**src/design/srge_pkg.sv**
```systemverilog
package srge_pkg;

    localparam int GAP_W      = 9;
    localparam int BYTE_W     = 8;
    localparam int TOKEN_W    = 9;
    localparam int STREAM_W   = 2;
    localparam int SLOT_N     = 10;
    localparam int QDEPTH     = 2;
    localparam int QPTR_W     = $clog2(QDEPTH);
    localparam int QCNT_W     = $clog2(QDEPTH + 1);
    localparam int S_TDATA_W  = 40;
    localparam int M_TDATA_W  = 16;

    localparam logic [GAP_W-1:0]  MAX_ROWS  = 9'd256;
    localparam logic [BYTE_W-1:0] STOP_NOTE = 8'd255;

    // Stream codes on the output tuser
    localparam logic [STREAM_W-1:0] STREAM_NOTE   = 2'd0;
    localparam logic [STREAM_W-1:0] STREAM_VOLUME = 2'd1;
    localparam logic [STREAM_W-1:0] STREAM_EFFECT = 2'd2;

    // Token slots of one row, in send order
    localparam int SLOT_NOTE_GAP   = 0;
    localparam int SLOT_NOTE_VAL   = 1;
    localparam int SLOT_NOTE_INST  = 2;
    localparam int SLOT_VOL_GAP    = 3;
    localparam int SLOT_VOL_VAL    = 4;
    localparam int SLOT_EFF_GAP    = 5;
    localparam int SLOT_EFF_VAL    = 6;
    localparam int SLOT_NOTE_FINAL = 7;
    localparam int SLOT_VOL_FINAL  = 8;
    localparam int SLOT_EFF_FINAL  = 9;

    // One classified row. Each gap field holds the gap to send for that
    // stream: the count before the row when the field is present, the grown
    // count otherwise (the only case with a closing full-count token).
    typedef struct packed {
        logic [SLOT_N-1:0] mask;
        logic [GAP_W-1:0]  note_gap;
        logic [BYTE_W-1:0] note;
        logic [BYTE_W-1:0] instrument;
        logic [GAP_W-1:0]  volume_gap;
        logic [BYTE_W-1:0] volume;
        logic [GAP_W-1:0]  effect_gap;
        logic [BYTE_W-1:0] effect;
    } job_t;

    function automatic logic [GAP_W-1:0] grow_gap(input logic [GAP_W-1:0] gap);
        logic [GAP_W-1:0] res;
        res = (gap < MAX_ROWS) ? gap + GAP_W'(1) : MAX_ROWS;
        return res;
    endfunction

endpackage

```
**src/design/srge_front.sv**
```systemverilog
module srge_front (
    input  logic                           clk,
    input  logic                           rst_n,
    input  logic                           in_valid,
    output logic                           in_ready,
    input  logic [srge_pkg::S_TDATA_W-1:0] in_data,
    input  logic                           in_last,
    output logic                           push,
    output srge_pkg::job_t                 job,
    input  logic                           q_full
);
    import srge_pkg::*;

    logic [GAP_W-1:0] note_gap_reg, note_gap_next;
    logic [GAP_W-1:0] volume_gap_reg, volume_gap_next;
    logic [GAP_W-1:0] effect_gap_reg, effect_gap_next;
    logic note_used_reg, note_used_next;
    logic volume_used_reg, volume_used_next;
    logic effect_used_reg, effect_used_next;

    logic              np, vp, ep, accept;
    logic [BYTE_W-1:0] nv, inst, vv, ev;
    logic [GAP_W-1:0]  note_grown, volume_grown, effect_grown;

    assign np   = in_data[0];
    assign nv   = in_data[8:1];
    assign inst = in_data[16:9];
    assign vp   = in_data[17];
    assign vv   = in_data[25:18];
    assign ep   = in_data[26];
    assign ev   = in_data[34:27];

    assign in_ready = !q_full;
    assign accept   = in_valid && in_ready;

    assign note_grown   = grow_gap(note_gap_reg);
    assign volume_grown = grow_gap(volume_gap_reg);
    assign effect_grown = grow_gap(effect_gap_reg);

    always_comb
    begin
        job.note_gap   = np ? note_gap_reg : note_grown;
        job.note       = nv;
        job.instrument = inst;
        job.volume_gap = vp ? volume_gap_reg : volume_grown;
        job.volume     = vv;
        job.effect_gap = ep ? effect_gap_reg : effect_grown;
        job.effect     = ev;

        job.mask                  = '0;
        job.mask[SLOT_NOTE_GAP]   = np;
        job.mask[SLOT_NOTE_VAL]   = np;
        job.mask[SLOT_NOTE_INST]  = np && (nv != STOP_NOTE);
        job.mask[SLOT_VOL_GAP]    = vp;
        job.mask[SLOT_VOL_VAL]    = vp;
        job.mask[SLOT_EFF_GAP]    = ep;
        job.mask[SLOT_EFF_VAL]    = ep;
        job.mask[SLOT_NOTE_FINAL] = in_last && !note_used_reg && !np;
        job.mask[SLOT_VOL_FINAL]  = in_last && !volume_used_reg && !vp;
        job.mask[SLOT_EFF_FINAL]  = in_last && !effect_used_reg && !ep;
    end

    // Rows with no token only advance or clear the gap counts
    assign push = accept && (job.mask != '0);

    always_comb
    begin
        note_gap_next    = note_gap_reg;
        volume_gap_next  = volume_gap_reg;
        effect_gap_next  = effect_gap_reg;
        note_used_next   = note_used_reg;
        volume_used_next = volume_used_reg;
        effect_used_next = effect_used_reg;
        if (accept)
        begin
            if (in_last)
            begin
                note_gap_next    = '0;
                volume_gap_next  = '0;
                effect_gap_next  = '0;
                note_used_next   = 1'b0;
                volume_used_next = 1'b0;
                effect_used_next = 1'b0;
            end
            else
            begin
                note_gap_next    = np ? '0 : note_grown;
                volume_gap_next  = vp ? '0 : volume_grown;
                effect_gap_next  = ep ? '0 : effect_grown;
                note_used_next   = note_used_reg || np;
                volume_used_next = volume_used_reg || vp;
                effect_used_next = effect_used_reg || ep;
            end
        end
    end

    always_ff @(posedge clk or negedge rst_n)
    begin
        if (!rst_n)
        begin
            note_gap_reg    <= '0;
            volume_gap_reg  <= '0;
            effect_gap_reg  <= '0;
            note_used_reg   <= 1'b0;
            volume_used_reg <= 1'b0;
            effect_used_reg <= 1'b0;
        end
        else
        begin
            note_gap_reg    <= note_gap_next;
            volume_gap_reg  <= volume_gap_next;
            effect_gap_reg  <= effect_gap_next;
            note_used_reg   <= note_used_next;
            volume_used_reg <= volume_used_next;
            effect_used_reg <= effect_used_next;
        end
    end

endmodule

```
**src/design/srge_queue.sv**
```systemverilog
module srge_queue (
    input  logic           clk,
    input  logic           rst_n,
    input  logic           push,
    input  srge_pkg::job_t push_job,
    output logic           full,
    input  logic           pop,
    output logic           head_valid,
    output srge_pkg::job_t head_job
);
    import srge_pkg::*;

    job_t              mem [QDEPTH];
    logic [QPTR_W-1:0] wr_ptr_reg, wr_ptr_next;
    logic [QPTR_W-1:0] rd_ptr_reg, rd_ptr_next;
    logic [QCNT_W-1:0] count_reg, count_next;

    assign full       = (count_reg == QCNT_W'(QDEPTH));
    assign head_valid = (count_reg != '0);
    assign head_job   = mem[rd_ptr_reg];

    always_comb
    begin
        wr_ptr_next = push ? wr_ptr_reg + QPTR_W'(1) : wr_ptr_reg;
        rd_ptr_next = pop ? rd_ptr_reg + QPTR_W'(1) : rd_ptr_reg;
        count_next  = count_reg;
        if (push && !pop)
        begin
            count_next = count_reg + QCNT_W'(1);
        end
        else if (pop && !push)
        begin
            count_next = count_reg - QCNT_W'(1);
        end
    end

    always_ff @(posedge clk)
    begin
        if (push)
        begin
            mem[wr_ptr_reg] <= push_job;
        end
    end

    always_ff @(posedge clk or negedge rst_n)
    begin
        if (!rst_n)
        begin
            wr_ptr_reg <= '0;
            rd_ptr_reg <= '0;
            count_reg  <= '0;
        end
        else
        begin
            wr_ptr_reg <= wr_ptr_next;
            rd_ptr_reg <= rd_ptr_next;
            count_reg  <= count_next;
        end
    end

`ifndef SYNTHESIS
    a_no_overflow: assert property (@(posedge clk) disable iff (!rst_n)
        push |-> (!full || pop))
        else $error("queue written while full");

    a_no_underflow: assert property (@(posedge clk) disable iff (!rst_n)
        pop |-> head_valid)
        else $error("queue read while empty");
`endif

endmodule

```
**src/design/srge_back.sv**
```systemverilog
module srge_back (
    input  logic                           clk,
    input  logic                           rst_n,
    input  logic                           head_valid,
    input  srge_pkg::job_t                 head_job,
    output logic                           pop,
    output logic                           out_valid,
    input  logic                           out_ready,
    output logic [srge_pkg::M_TDATA_W-1:0] out_data,
    output logic [srge_pkg::STREAM_W-1:0]  out_user,
    output logic                           out_last
);
    import srge_pkg::*;

    logic [SLOT_N-1:0]   sent_reg, sent_next;
    logic                valid_reg, valid_next;
    logic [TOKEN_W-1:0]  token_reg;
    logic [STREAM_W-1:0] stream_reg;
    logic                last_reg;

    logic [SLOT_N-1:0]   pend, pick;
    logic [TOKEN_W-1:0]  tok;
    logic [STREAM_W-1:0] strm;
    logic                tok_last, load;

    assign pend     = head_job.mask & ~sent_reg;
    assign pick     = pend & (~pend + SLOT_N'(1));
    assign tok_last = ((pend & ~pick) == '0);

    always_comb
    begin
        tok  = '0;
        strm = STREAM_NOTE;
        if (pick[SLOT_NOTE_GAP] || pick[SLOT_NOTE_FINAL])
        begin
            tok = head_job.note_gap;
        end
        if (pick[SLOT_NOTE_VAL])
        begin
            tok = {1'b0, head_job.note};
        end
        if (pick[SLOT_NOTE_INST])
        begin
            tok = {1'b0, head_job.instrument};
        end
        if (pick[SLOT_VOL_GAP] || pick[SLOT_VOL_FINAL])
        begin
            tok  = head_job.volume_gap;
            strm = STREAM_VOLUME;
        end
        if (pick[SLOT_VOL_VAL])
        begin
            tok  = {1'b0, head_job.volume};
            strm = STREAM_VOLUME;
        end
        if (pick[SLOT_EFF_GAP] || pick[SLOT_EFF_FINAL])
        begin
            tok  = head_job.effect_gap;
            strm = STREAM_EFFECT;
        end
        if (pick[SLOT_EFF_VAL])
        begin
            tok  = {1'b0, head_job.effect};
            strm = STREAM_EFFECT;
        end
    end

    // Refill the output register whenever it is empty or being drained
    assign load = head_valid && (!valid_reg || out_ready);
    assign pop  = load && tok_last;

    always_comb
    begin
        sent_next  = sent_reg;
        valid_next = valid_reg;
        if (load)
        begin
            sent_next  = tok_last ? '0 : (sent_reg | pick);
            valid_next = 1'b1;
        end
        else if (out_ready)
        begin
            valid_next = 1'b0;
        end
    end

    always_ff @(posedge clk or negedge rst_n)
    begin
        if (!rst_n)
        begin
            sent_reg  <= '0;
            valid_reg <= 1'b0;
        end
        else
        begin
            sent_reg  <= sent_next;
            valid_reg <= valid_next;
        end
    end

    always_ff @(posedge clk)
    begin
        if (load)
        begin
            token_reg  <= tok;
            stream_reg <= strm;
            last_reg   <= tok_last;
        end
    end

    assign out_valid = valid_reg;
    assign out_data  = {{(M_TDATA_W - TOKEN_W){1'b0}}, token_reg};
    assign out_user  = stream_reg;
    assign out_last  = last_reg;

`ifndef SYNTHESIS
    a_pending_nonempty: assert property (@(posedge clk) disable iff (!rst_n)
        head_valid |-> (pend != '0))
        else $error("queued row has no token left to send");

    a_sent_cleared: assert property (@(posedge clk) disable iff (!rst_n)
        pop |=> (sent_reg == '0))
        else $error("sent slots not cleared after row end");
`endif

endmodule

```
**src/design/sparse_row_gap_encoder_unit.sv**
```systemverilog
// Sparse row gap encoder: zero run-length coding of one pattern channel.
// Input channel (s_axis_*): one pattern row per transfer; tlast marks the
// final row of the pattern. Output channel (m_axis_*): one token per
// transfer, tuser names the target stream (notes, volumes, effects) and
// tlast marks the final token caused by a row.
// A row with a field sends the stream's gap count and the value (and the
// instrument after a note other than the stop note); the final row closes
// each stream that never sent anything with a full-count gap token.
// With the queue empty, a row's transfer is written into the queue, then
// its first token is loaded into the output register and m_axis_tvalid
// rises. The single output register sends one token per cycle while
// m_axis_tready is high; a row causes up to seven tokens, and a row that
// causes no token is not queued. A two-entry queue separates row
// classification from token serialization, so new rows are taken while
// tokens drain. When m_axis_tready is low the output register holds its
// token, the queue fills and s_axis_tready drops. Reset clears the gap counts,
// stream-used flags, queue and output valid flag; there is no clearing pass.
module sparse_row_gap_encoder_unit (
    input  logic                           clk,
    input  logic                           rst_n,
    input  logic                           s_axis_tvalid,
    output logic                           s_axis_tready,
    // note_present, note, instrument, volume_present, volume,
    // effect_present, effect, zero fill
    input  logic [srge_pkg::S_TDATA_W-1:0] s_axis_tdata,
    input  logic                           s_axis_tlast,
    output logic                           m_axis_tvalid,
    input  logic                           m_axis_tready,
    // token, zero fill
    output logic [srge_pkg::M_TDATA_W-1:0] m_axis_tdata,
    // stream
    output logic [srge_pkg::STREAM_W-1:0]  m_axis_tuser,
    output logic                           m_axis_tlast
);
    import srge_pkg::*;

    job_t push_job, head_job;
    logic push, q_full, pop, head_valid;

    // Classify rows and keep the per-stream gap state
    srge_front u_front (
        .clk      (clk),
        .rst_n    (rst_n),
        .in_valid (s_axis_tvalid),
        .in_ready (s_axis_tready),
        .in_data  (s_axis_tdata),
        .in_last  (s_axis_tlast),
        .push     (push),
        .job      (push_job),
        .q_full   (q_full)
    );

    // Hold classified rows between the two halves
    srge_queue u_queue (
        .clk        (clk),
        .rst_n      (rst_n),
        .push       (push),
        .push_job   (push_job),
        .full       (q_full),
        .pop        (pop),
        .head_valid (head_valid),
        .head_job   (head_job)
    );

    // Send one token per transfer, in stream order
    srge_back u_back (
        .clk        (clk),
        .rst_n      (rst_n),
        .head_valid (head_valid),
        .head_job   (head_job),
        .pop        (pop),
        .out_valid  (m_axis_tvalid),
        .out_ready  (m_axis_tready),
        .out_data   (m_axis_tdata),
        .out_user   (m_axis_tuser),
        .out_last   (m_axis_tlast)
    );

endmodule

```
**config.mk**
```make
export PLATFORM = sky130hd
export DESIGN_NAME = sparse_row_gap_encoder_unit
export DESIGN_NICKNAME = d
export VERILOG_FILES = /design/src/design/srge_pkg.sv /design/src/design/srge_front.sv /design/src/design/srge_queue.sv /design/src/design/srge_back.sv /design/src/design/sparse_row_gap_encoder_unit.sv
export SDC_FILE = /design/constraint.sdc
export NUM_CORES = 1
export LEC_CHECK = 0
export ABC_CLOCK_PERIOD_IN_PS = 5750
export BUFFER_PORTS_ARGS = -buffer_cell sky130_fd_sc_hd__buf_4
export CORE_ASPECT_RATIO = 0.7
export CORE_MARGIN = 8
export CORE_UTILIZATION = 55
export CTS_CLUSTER_SIZE = 14
export DETAILED_ROUTE_END_ITERATION = 10
export PLACE_DENSITY = 0.76
export SKIP_LAST_GASP = 1
export SLEW_MARGIN = 20
export SYNTH_ARGS = -nofsm -noshare
export SYNTH_HDL_FRONTEND = slang
export SYNTH_SLANG_ARGS = --single-unit
```
**constraint.sdc**
```tcl
create_clock -name clk -period 5.75 [get_ports clk]
set_input_delay 0.2875 -clock clk [delete_from_list [all_inputs] [get_ports clk]]
set_output_delay 0.2875 -clock clk [all_outputs]
set_load 0.03 [all_outputs]
```
## Word level (Yosys, flattened, before mapping)

Memory sizes are Yosys's and may differ from the RTL's.
Cells that the tools add are included.

- Flip-flop bits (word level): 57
- Bits in writable memories: 138
- Output and inout bits: 21
- Logic and storage cells: 103
- Memories kept: 1

Memory list:

| memory | depth | width | rd ports | clocked after memory_dff | write ports | line | text |
|---|---|---|---|---|---|---|---|
| u_queue.mem | 2 | 69 | 1 | 0 | 1 | srge_queue.sv:13 | `job_t mem [QDEPTH];` |

- Add/sub/neg operators: 8
- Order comparisons: 3
- Equality and inequality tests: 2
- Mux-type cells: 31
- Bitwise operators: 7
- Reductions and logical operators: 36

Operator list:

| cell | count |
|---|---|
| 9-bit two-way mux | 18 |
| 10-bit AND | 3 |
| 10-bit NOT | 3 |
| 9-bit by 1-bit adder with 9-bit output (second input constant) | 3 |
| 9-bit < comparator (second input constant) | 3 |
| 1-bit logical AND | 13 |
| 10-bit by 1-bit adder with 10-bit output (second input constant) | 1 |
| 1-bit logical NOT | 10 |
| 10-bit logical NOT | 1 |
| 10-bit two-way mux | 1 |
| 10-bit bitwise OR | 1 |
| 10-bit nonzero test | 1 |
| 1-bit two-way mux | 9 |
| 8-bit two-way mux | 1 |
| 8-bit inequality test (second input constant) | 1 |
| 1-bit logical OR | 7 |
| 2-bit nonzero test | 3 |
| 2-bit two-way mux | 2 |
| 1-bit adder (second input constant) | 2 |
| 2-bit by 1-bit adder with 2-bit output (second input constant) | 1 |
| 2-bit equality test (second input constant) | 1 |
| 2-bit OR reduction | 1 |
| 2-bit by 1-bit subtractor with 2-bit output (second input constant) | 1 |

## Logic depth before layout (Yosys ltp)

- Word-level depth: 13
- Gate-level depth with buffers: 13
- Gate-level depth less buffers: 10

## By module

A second synthesis with hierarchy kept.

- Cells, all modules: 811
- Area total of the unflattened synthesis: 9938.3 µm²

By module, submodules not included:

| module | times used | cells each | area each (µm²) | sequential area each (µm²) |
|---|---|---|---|---|
| srge_queue | 1 | 231 | 5520.3 | 4244.1 |
| srge_front | 1 | 346 | 2607.5 | 750.7 |
| srge_back | 1 | 234 | 1810.5 | 635.6 |

## Worst setup path before layout

Ideal clock, no wire load.

- Path type: register to register
- Start: reg u_queue.count_reg[0]
- End: mem u_queue.mem[0][0] (netlist bit) (enable)
- Arrival: 4.289 ns
- Data required time: 5.252 ns
- Path slack: 0.963 ns
- Stages on the path, launching flop included: 6
- Path buffers: 1
- Cells stage by stage: dfrtp_1 > nand2b_1 > nand2_1 > clkbuf_1 > a21oi_1 > nor2b_1

- Cells in the longest elaborated chain, start to end: 6

Ends and longest elaborated chain:

| what | line | text |
|---|---|---|
| start, declared | srge_queue.sv:16 | `logic [QCNT_W-1:0] count_reg, count_next;` |
| start signal, assigned | srge_queue.sv:57 | `count_reg <= count_next;` |
| 2-bit equality test | srge_queue.sv:18 | `assign full = (count_reg == QCNT_W'(QDEPTH));` |
| 1-bit logical NOT | srge_front.sv:33 | `assign in_ready = !q_full;` |
| via s_axis_tready | sparse_row_gap_encoder_unit.sv:22 | `output logic s_axis_tready,` |
| 1-bit logical AND | srge_front.sv:34 | `assign accept = in_valid && in_ready;` |
| 1-bit logical AND | srge_front.sv:64 | `assign push = accept && (job.mask != '0);` |
| via push | sparse_row_gap_encoder_unit.sv:38 | `logic push, q_full, pop, head_valid;` |
| 1-bit two-way mux | srge_queue.sv:39 | `if (push)` |
| 1-bit two-way mux (implied by the code) | srge_queue.sv:41 | `mem[wr_ptr_reg] <= push_job;` |
| end, declared | srge_queue.sv:13 |  |

The timed path passes the listed nets, and every way through them passes these cells.

## Worst setup path after layout

- Start: reg u_queue.rd_ptr_reg
- End: reg u_queue.count_reg[1]

- Cells in the longest elaborated chain, start to end: 12
- Elaborated cells on any way between the ends: 14

Ends and longest elaborated chain:

| what | line | text |
|---|---|---|
| start, declared | srge_queue.sv:15 | `logic [QPTR_W-1:0] rd_ptr_reg, rd_ptr_next;` |
| start signal, assigned | srge_queue.sv:56 | `rd_ptr_reg <= rd_ptr_next;` |
| memory 2 x 69 bit * | -- |  |
| 10-bit AND * | srge_back.sv:26 | `assign pend = head_job.mask & ~sent_reg;` |
| 10-bit NOT | srge_back.sv:27 | `assign pick = pend & (~pend + SLOT_N'(1));` |
| 10-bit by 1-bit adder with 10-bit output | srge_back.sv:27 |  |
| 10-bit AND | srge_back.sv:27 |  |
| 10-bit NOT | srge_back.sv:28 | `assign tok_last = ((pend & ~pick) == '0);` |
| 10-bit AND * | srge_back.sv:28 |  |
| 10-bit logical NOT * | srge_back.sv:28 |  |
| 1-bit logical AND * | srge_back.sv:70 | `assign pop = load && tok_last;` |
| 1-bit logical NOT | srge_queue.sv:27 | `if (push && !pop)` |
| 1-bit logical AND | srge_queue.sv:27 |  |
| 2-bit two-way mux / 2-bit nonzero test (equally long branches) | -- |  |

Mark *: on every way between the ends. The rest lies on a longest branch, timed or not.
A chain may end at the register's enable or synchronous reset.

==> flow_metrics.py <==
metrics = {
    "outcome": {
        "status": "complete, no violations",
    },
    "timing": {
        "setup-violations-final": 0,
        "rsz0062_at_grt": "no",
        "tightest_slew_ns": 1.09,
        "skew_ns": 0.0164,
        "finalMaxSlewViolations": 0,
        "fin_tns_setup_ns": 0,
        "relSlewSlack_pct": 27.3,
        "period_needed_ns": 3.47,
        "finalCritPeriodShare_pct": 60.3,
        "clock.fmax_mhz": 288,
        "hold_viol": 0,
        "finalWorstSetupSlack_ns": 2.28,
    },
    "placement": {
        "io_buffers": 53,
        "dpl.hpwl_um": 12500,
        "routabilityCongestion": 0.864,
        "place_ws_ns": 2.28,
    },
    "yosys": {
        "synthCells": 679,
        "synth_top_area_share_pct": 50.4,
        "synth_top_area_cell": "edfxtp_1",
        "yosys-top-cells-area": "edfxtp_1 (50%), dfrtp_1 (13%), mux2i_1 (6.4%)",
        "syn_area_per_cell_sq_um": 12.6,
        "synthMuxAreaShare_pct": 7.57,
        "ys_types": 56,
        "synth_edf_count": 144,
        "ys.flop_type": "edfxtp_1",
        "synthArstFlopShare_pct": 23.8,
        "synthAdderAreaFrac_pct": 0.700,
        "yosys.area_share.simple_pct": 9.58,
        "synth_top_family_by_area": "compound AO/OA/AOI/OAI gates",
        "netlist_area_sq_mm": 0.00858,
        "yosysWarnings": 0,
        "ys_ff_latch": 189,
        "yosys.area_share.xor_xnor_pct": 0.510,
        "seq_area_frac_synth_pct": 63.5,
        "synth-compound-area-share_pct": 15.0,
    },
    "power_and_ir_drop": {
        "seqPwrFrac_pct": 43.1,
        "p_sw_mw": 1.77,
        "ir_drop_mv": 0.319,
        "power.leakage_nw": 3.63,
        "p_comb_share_pct": 31.8,
        "power_mw": 5.03,
        "p_int_mw": 3.26,
        "switching_share_pct": 35.1,
        "power.share.clock_pct": 25.1,
        "p_per_area_mw_per_mm2": 517,
    },
    "cts": {
        "htreeDepth": 4,
        "numClockSinks": 189,
        "clkTransAtPathRegs_ns": 0.07,
        "cts_made_buffers": 17,
        "ctsResizeCount": 0,
        "cts_tree": "done",
        "clock_latency_ns": 0.44,
        "cts-root-buf": "clkbuf_16",
        "post_cts_buffers": 0,
        "clk_path_buf_depth": 2,
    },
    "detailed_routing": {
        "drc": 0,
        "drtPass1Iterations": 6,
        "routed_via_density": 6.27,
        "wl_um": 19000,
        "wire_per_inst_um": 20.6,
        "drtAntennaViolNets": 0,
        "drtIter0Drc": 657,
        "dr_total_vias": 5802,
    },
    "worst_setup_path": {
        "end_kind": "register",
        "worst-setup-path-type": "reg -> reg",
        "cp_max_fo": 63,
        "worstPathRequired_ns": 6.12,
        "critical_path_arrival_ns": 3.84,
        "worstSetupStartpointType": "register",
    },
    "floorplan": {
        "coreArea_sq_mm": 0.0154,
        "io-pin-count": 66,
        "start_util_pct": 55.9,
        "die-width_um": 165,
        "rows": 38,
        "fp.dieH_um": 121,
        "dieArea_sq_mm": 0.0199,
    },
    "min_path": {
        "hp-class": "in -> reg",
    },
    "cells_and_area": {
        "final_util_pct": 63.4,
        "drive_gt1_share_pct": 15.4,
        "insertedDiodeCount": 0,
        "largest_reg_flops": 132,
        "layout-area-overhead-vs-synth_pct": 13.4,
        "nFillCells": 1078,
        "nets": 761,
    },
    "run": {
        "drv_cap": 0,
    },
    "global_route": {
        "grt_pass1_vias": 5450,
        "grt_max_degree": 64,
        "track_usage_pct": 19.2,
        "antenna_found_initial": 0,
        "grt-ovfl-total": 0,
        "grt_pass1_wl_um": 29700,
    },
}
## Yosys cell counts (10+ instances only)
cell type,number
a31oi_1,11
o22a_1,16
nand2_1,38
nand2b_1,10
o21ai_0,54
clkbuf_1,37
a21oi_1,31
mux2i_1,55
o31ai_1,18
o221ai_1,10
edfxtp_1,144
dfrtp_1,45
nand3_1,19
nor3_1,20
nor2_1,43
## per-layer routing
| metal | vias to the layer above | GRT usage (%) | share of wire (%) |
|---|---|---|---|
| li1 | 2661 | - | - |
| met1 | 2866 | 28.4 | 46 |
| met2 | 257 | 27.9 | 46 |
| met3 | 18 | 4.38 | 7.7 |
| met4 | 0 | 5.78 | 0.92 |
| met5 | - | 0 | 0 |
## area by class of cell
| cell class | instances | area [sq um] | share of cell area (%) |
|---|---|---|---|
| clock inverter | 13 | 204 | 2.10 |
| sequential | 189 | 5450 | 56.0 |
| multi-input combinational | 438 | 2900 | 29.8 |
| tap | 200 | 250 | 2.57 |
| timing repair buffer | 60 | 465 | 4.78 |
| clock buffer | 19 | 433 | 4.45 |
| inverter | 6 | 22.5 | 0.231 |
## final timing paths
kind                                 startpoint                         to  slack (ns)  depth (start not counted)
setup reg to reg             u_queue.rd_ptr_reg       u_queue.count_reg[1]        2.28                          9
max in group asynchronous                 rst_n         u_queue.rd_ptr_reg        4.83                          2
hold reg to reg            u_queue.count_reg[1]       u_queue.count_reg[1]        0.51                          1
setup / recovery             u_queue.rd_ptr_reg       u_queue.count_reg[1]        2.28                          9
min in group asynchronous                 rst_n  u_front.volume_gap_reg[2]        0.41                          2
hold / removal                    m_axis_tready           u_back.out_valid        0.03                          2
## metrics by stage
stage               hold slack (ns)  cells  instance area (sq um)
floorplan                  -0.00809    685                   8600
global placement              0.332    891                   9060
detailed placement            0.347    891                   9060
CTS                          0.0249    924                   9710
global route                 0.0248    925                   9730
finish                       0.0314    925                   9730
## what timing repair did
action                                  in CTS  in global routing
hold buffers                                 1                  0
endpoints found under the hold margin       45                  0
endpoints found under the setup margin       0                  0
## power by group through the flow
stage	sequential [mW]	combinational, mW	clock [mW]
CTS	2.17	1.58	1.27
global placement	2.17	1.50	0
finish	2.17	1.60	1.26
floorplan	2.14	1.13	0
global route	2.21	1.71	1.33
detailed placement	2.19	1.55	0
## layout by cell type, fill, tap and decap left out, drive strengths merged, types with 3 or more instances in the layout
| master | netlist | final |
|---|---|---|
| edfxtp | 144 | 144 |
| o21ai | 60 | 60 |
| buf | 15 | 59 |
| mux2i | 58 | 58 |
| dfrtp | 45 | 45 |
| nor2 | 43 | 43 |
| nand2 | 38 | 38 |
| a21oi | 33 | 33 |
| nor3 | 21 | 21 |
| nand3 | 19 | 19 |
| clkbuf | 37 | 19 |
| o31ai | 18 | 18 |
| o22a | 16 | 16 |
| a31oi | 11 | 11 |
| inv | 6 | 11 |
| o221ai | 10 | 10 |
| nand2b | 10 | 10 |
| a22oi | 9 | 9 |
| and3 | 9 | 9 |
| a221o | 7 | 7 |
| a221oi | 7 | 7 |
| conb | 1 | 7 |
| o21a | 6 | 6 |
| and2 | 6 | 6 |
| a22o | 5 | 5 |
| or2 | 4 | 4 |
| or3 | 4 | 4 |
| xor2 | 4 | 4 |
| ha | 4 | 4 |
| bufinv | 0 | 4 |
| nor2b | 4 | 4 |
| mux2 | 4 | 4 |
| nor4 | 4 | 4 |
| nor3b | 3 | 3 |
| clkinv | 0 | 3 |
## worst max-delay path: stages, from the launching register on
cell and delay, ns:
dfrtp_4 1.11, mux2i_1 0.47, nor2_1 0.11, maj3_1 0.36, o32a_1 0.32, nor3_2 0.34, inv_2 0.05, ha_1 0.30
nor2_1 0.15, xor2_1 0.15
## cell families after synthesis
kind of cell | after synthesis
xor gates and xnor gates | 5
and+or+nand+nor | 167
muxes | 62
AOI/OAI and AO/OA | 192
buffers and inverters | 58
adders and majority gates | 5
DFF | 189
other | 1
Note: power is estimated with default switching activity, not from simulation.
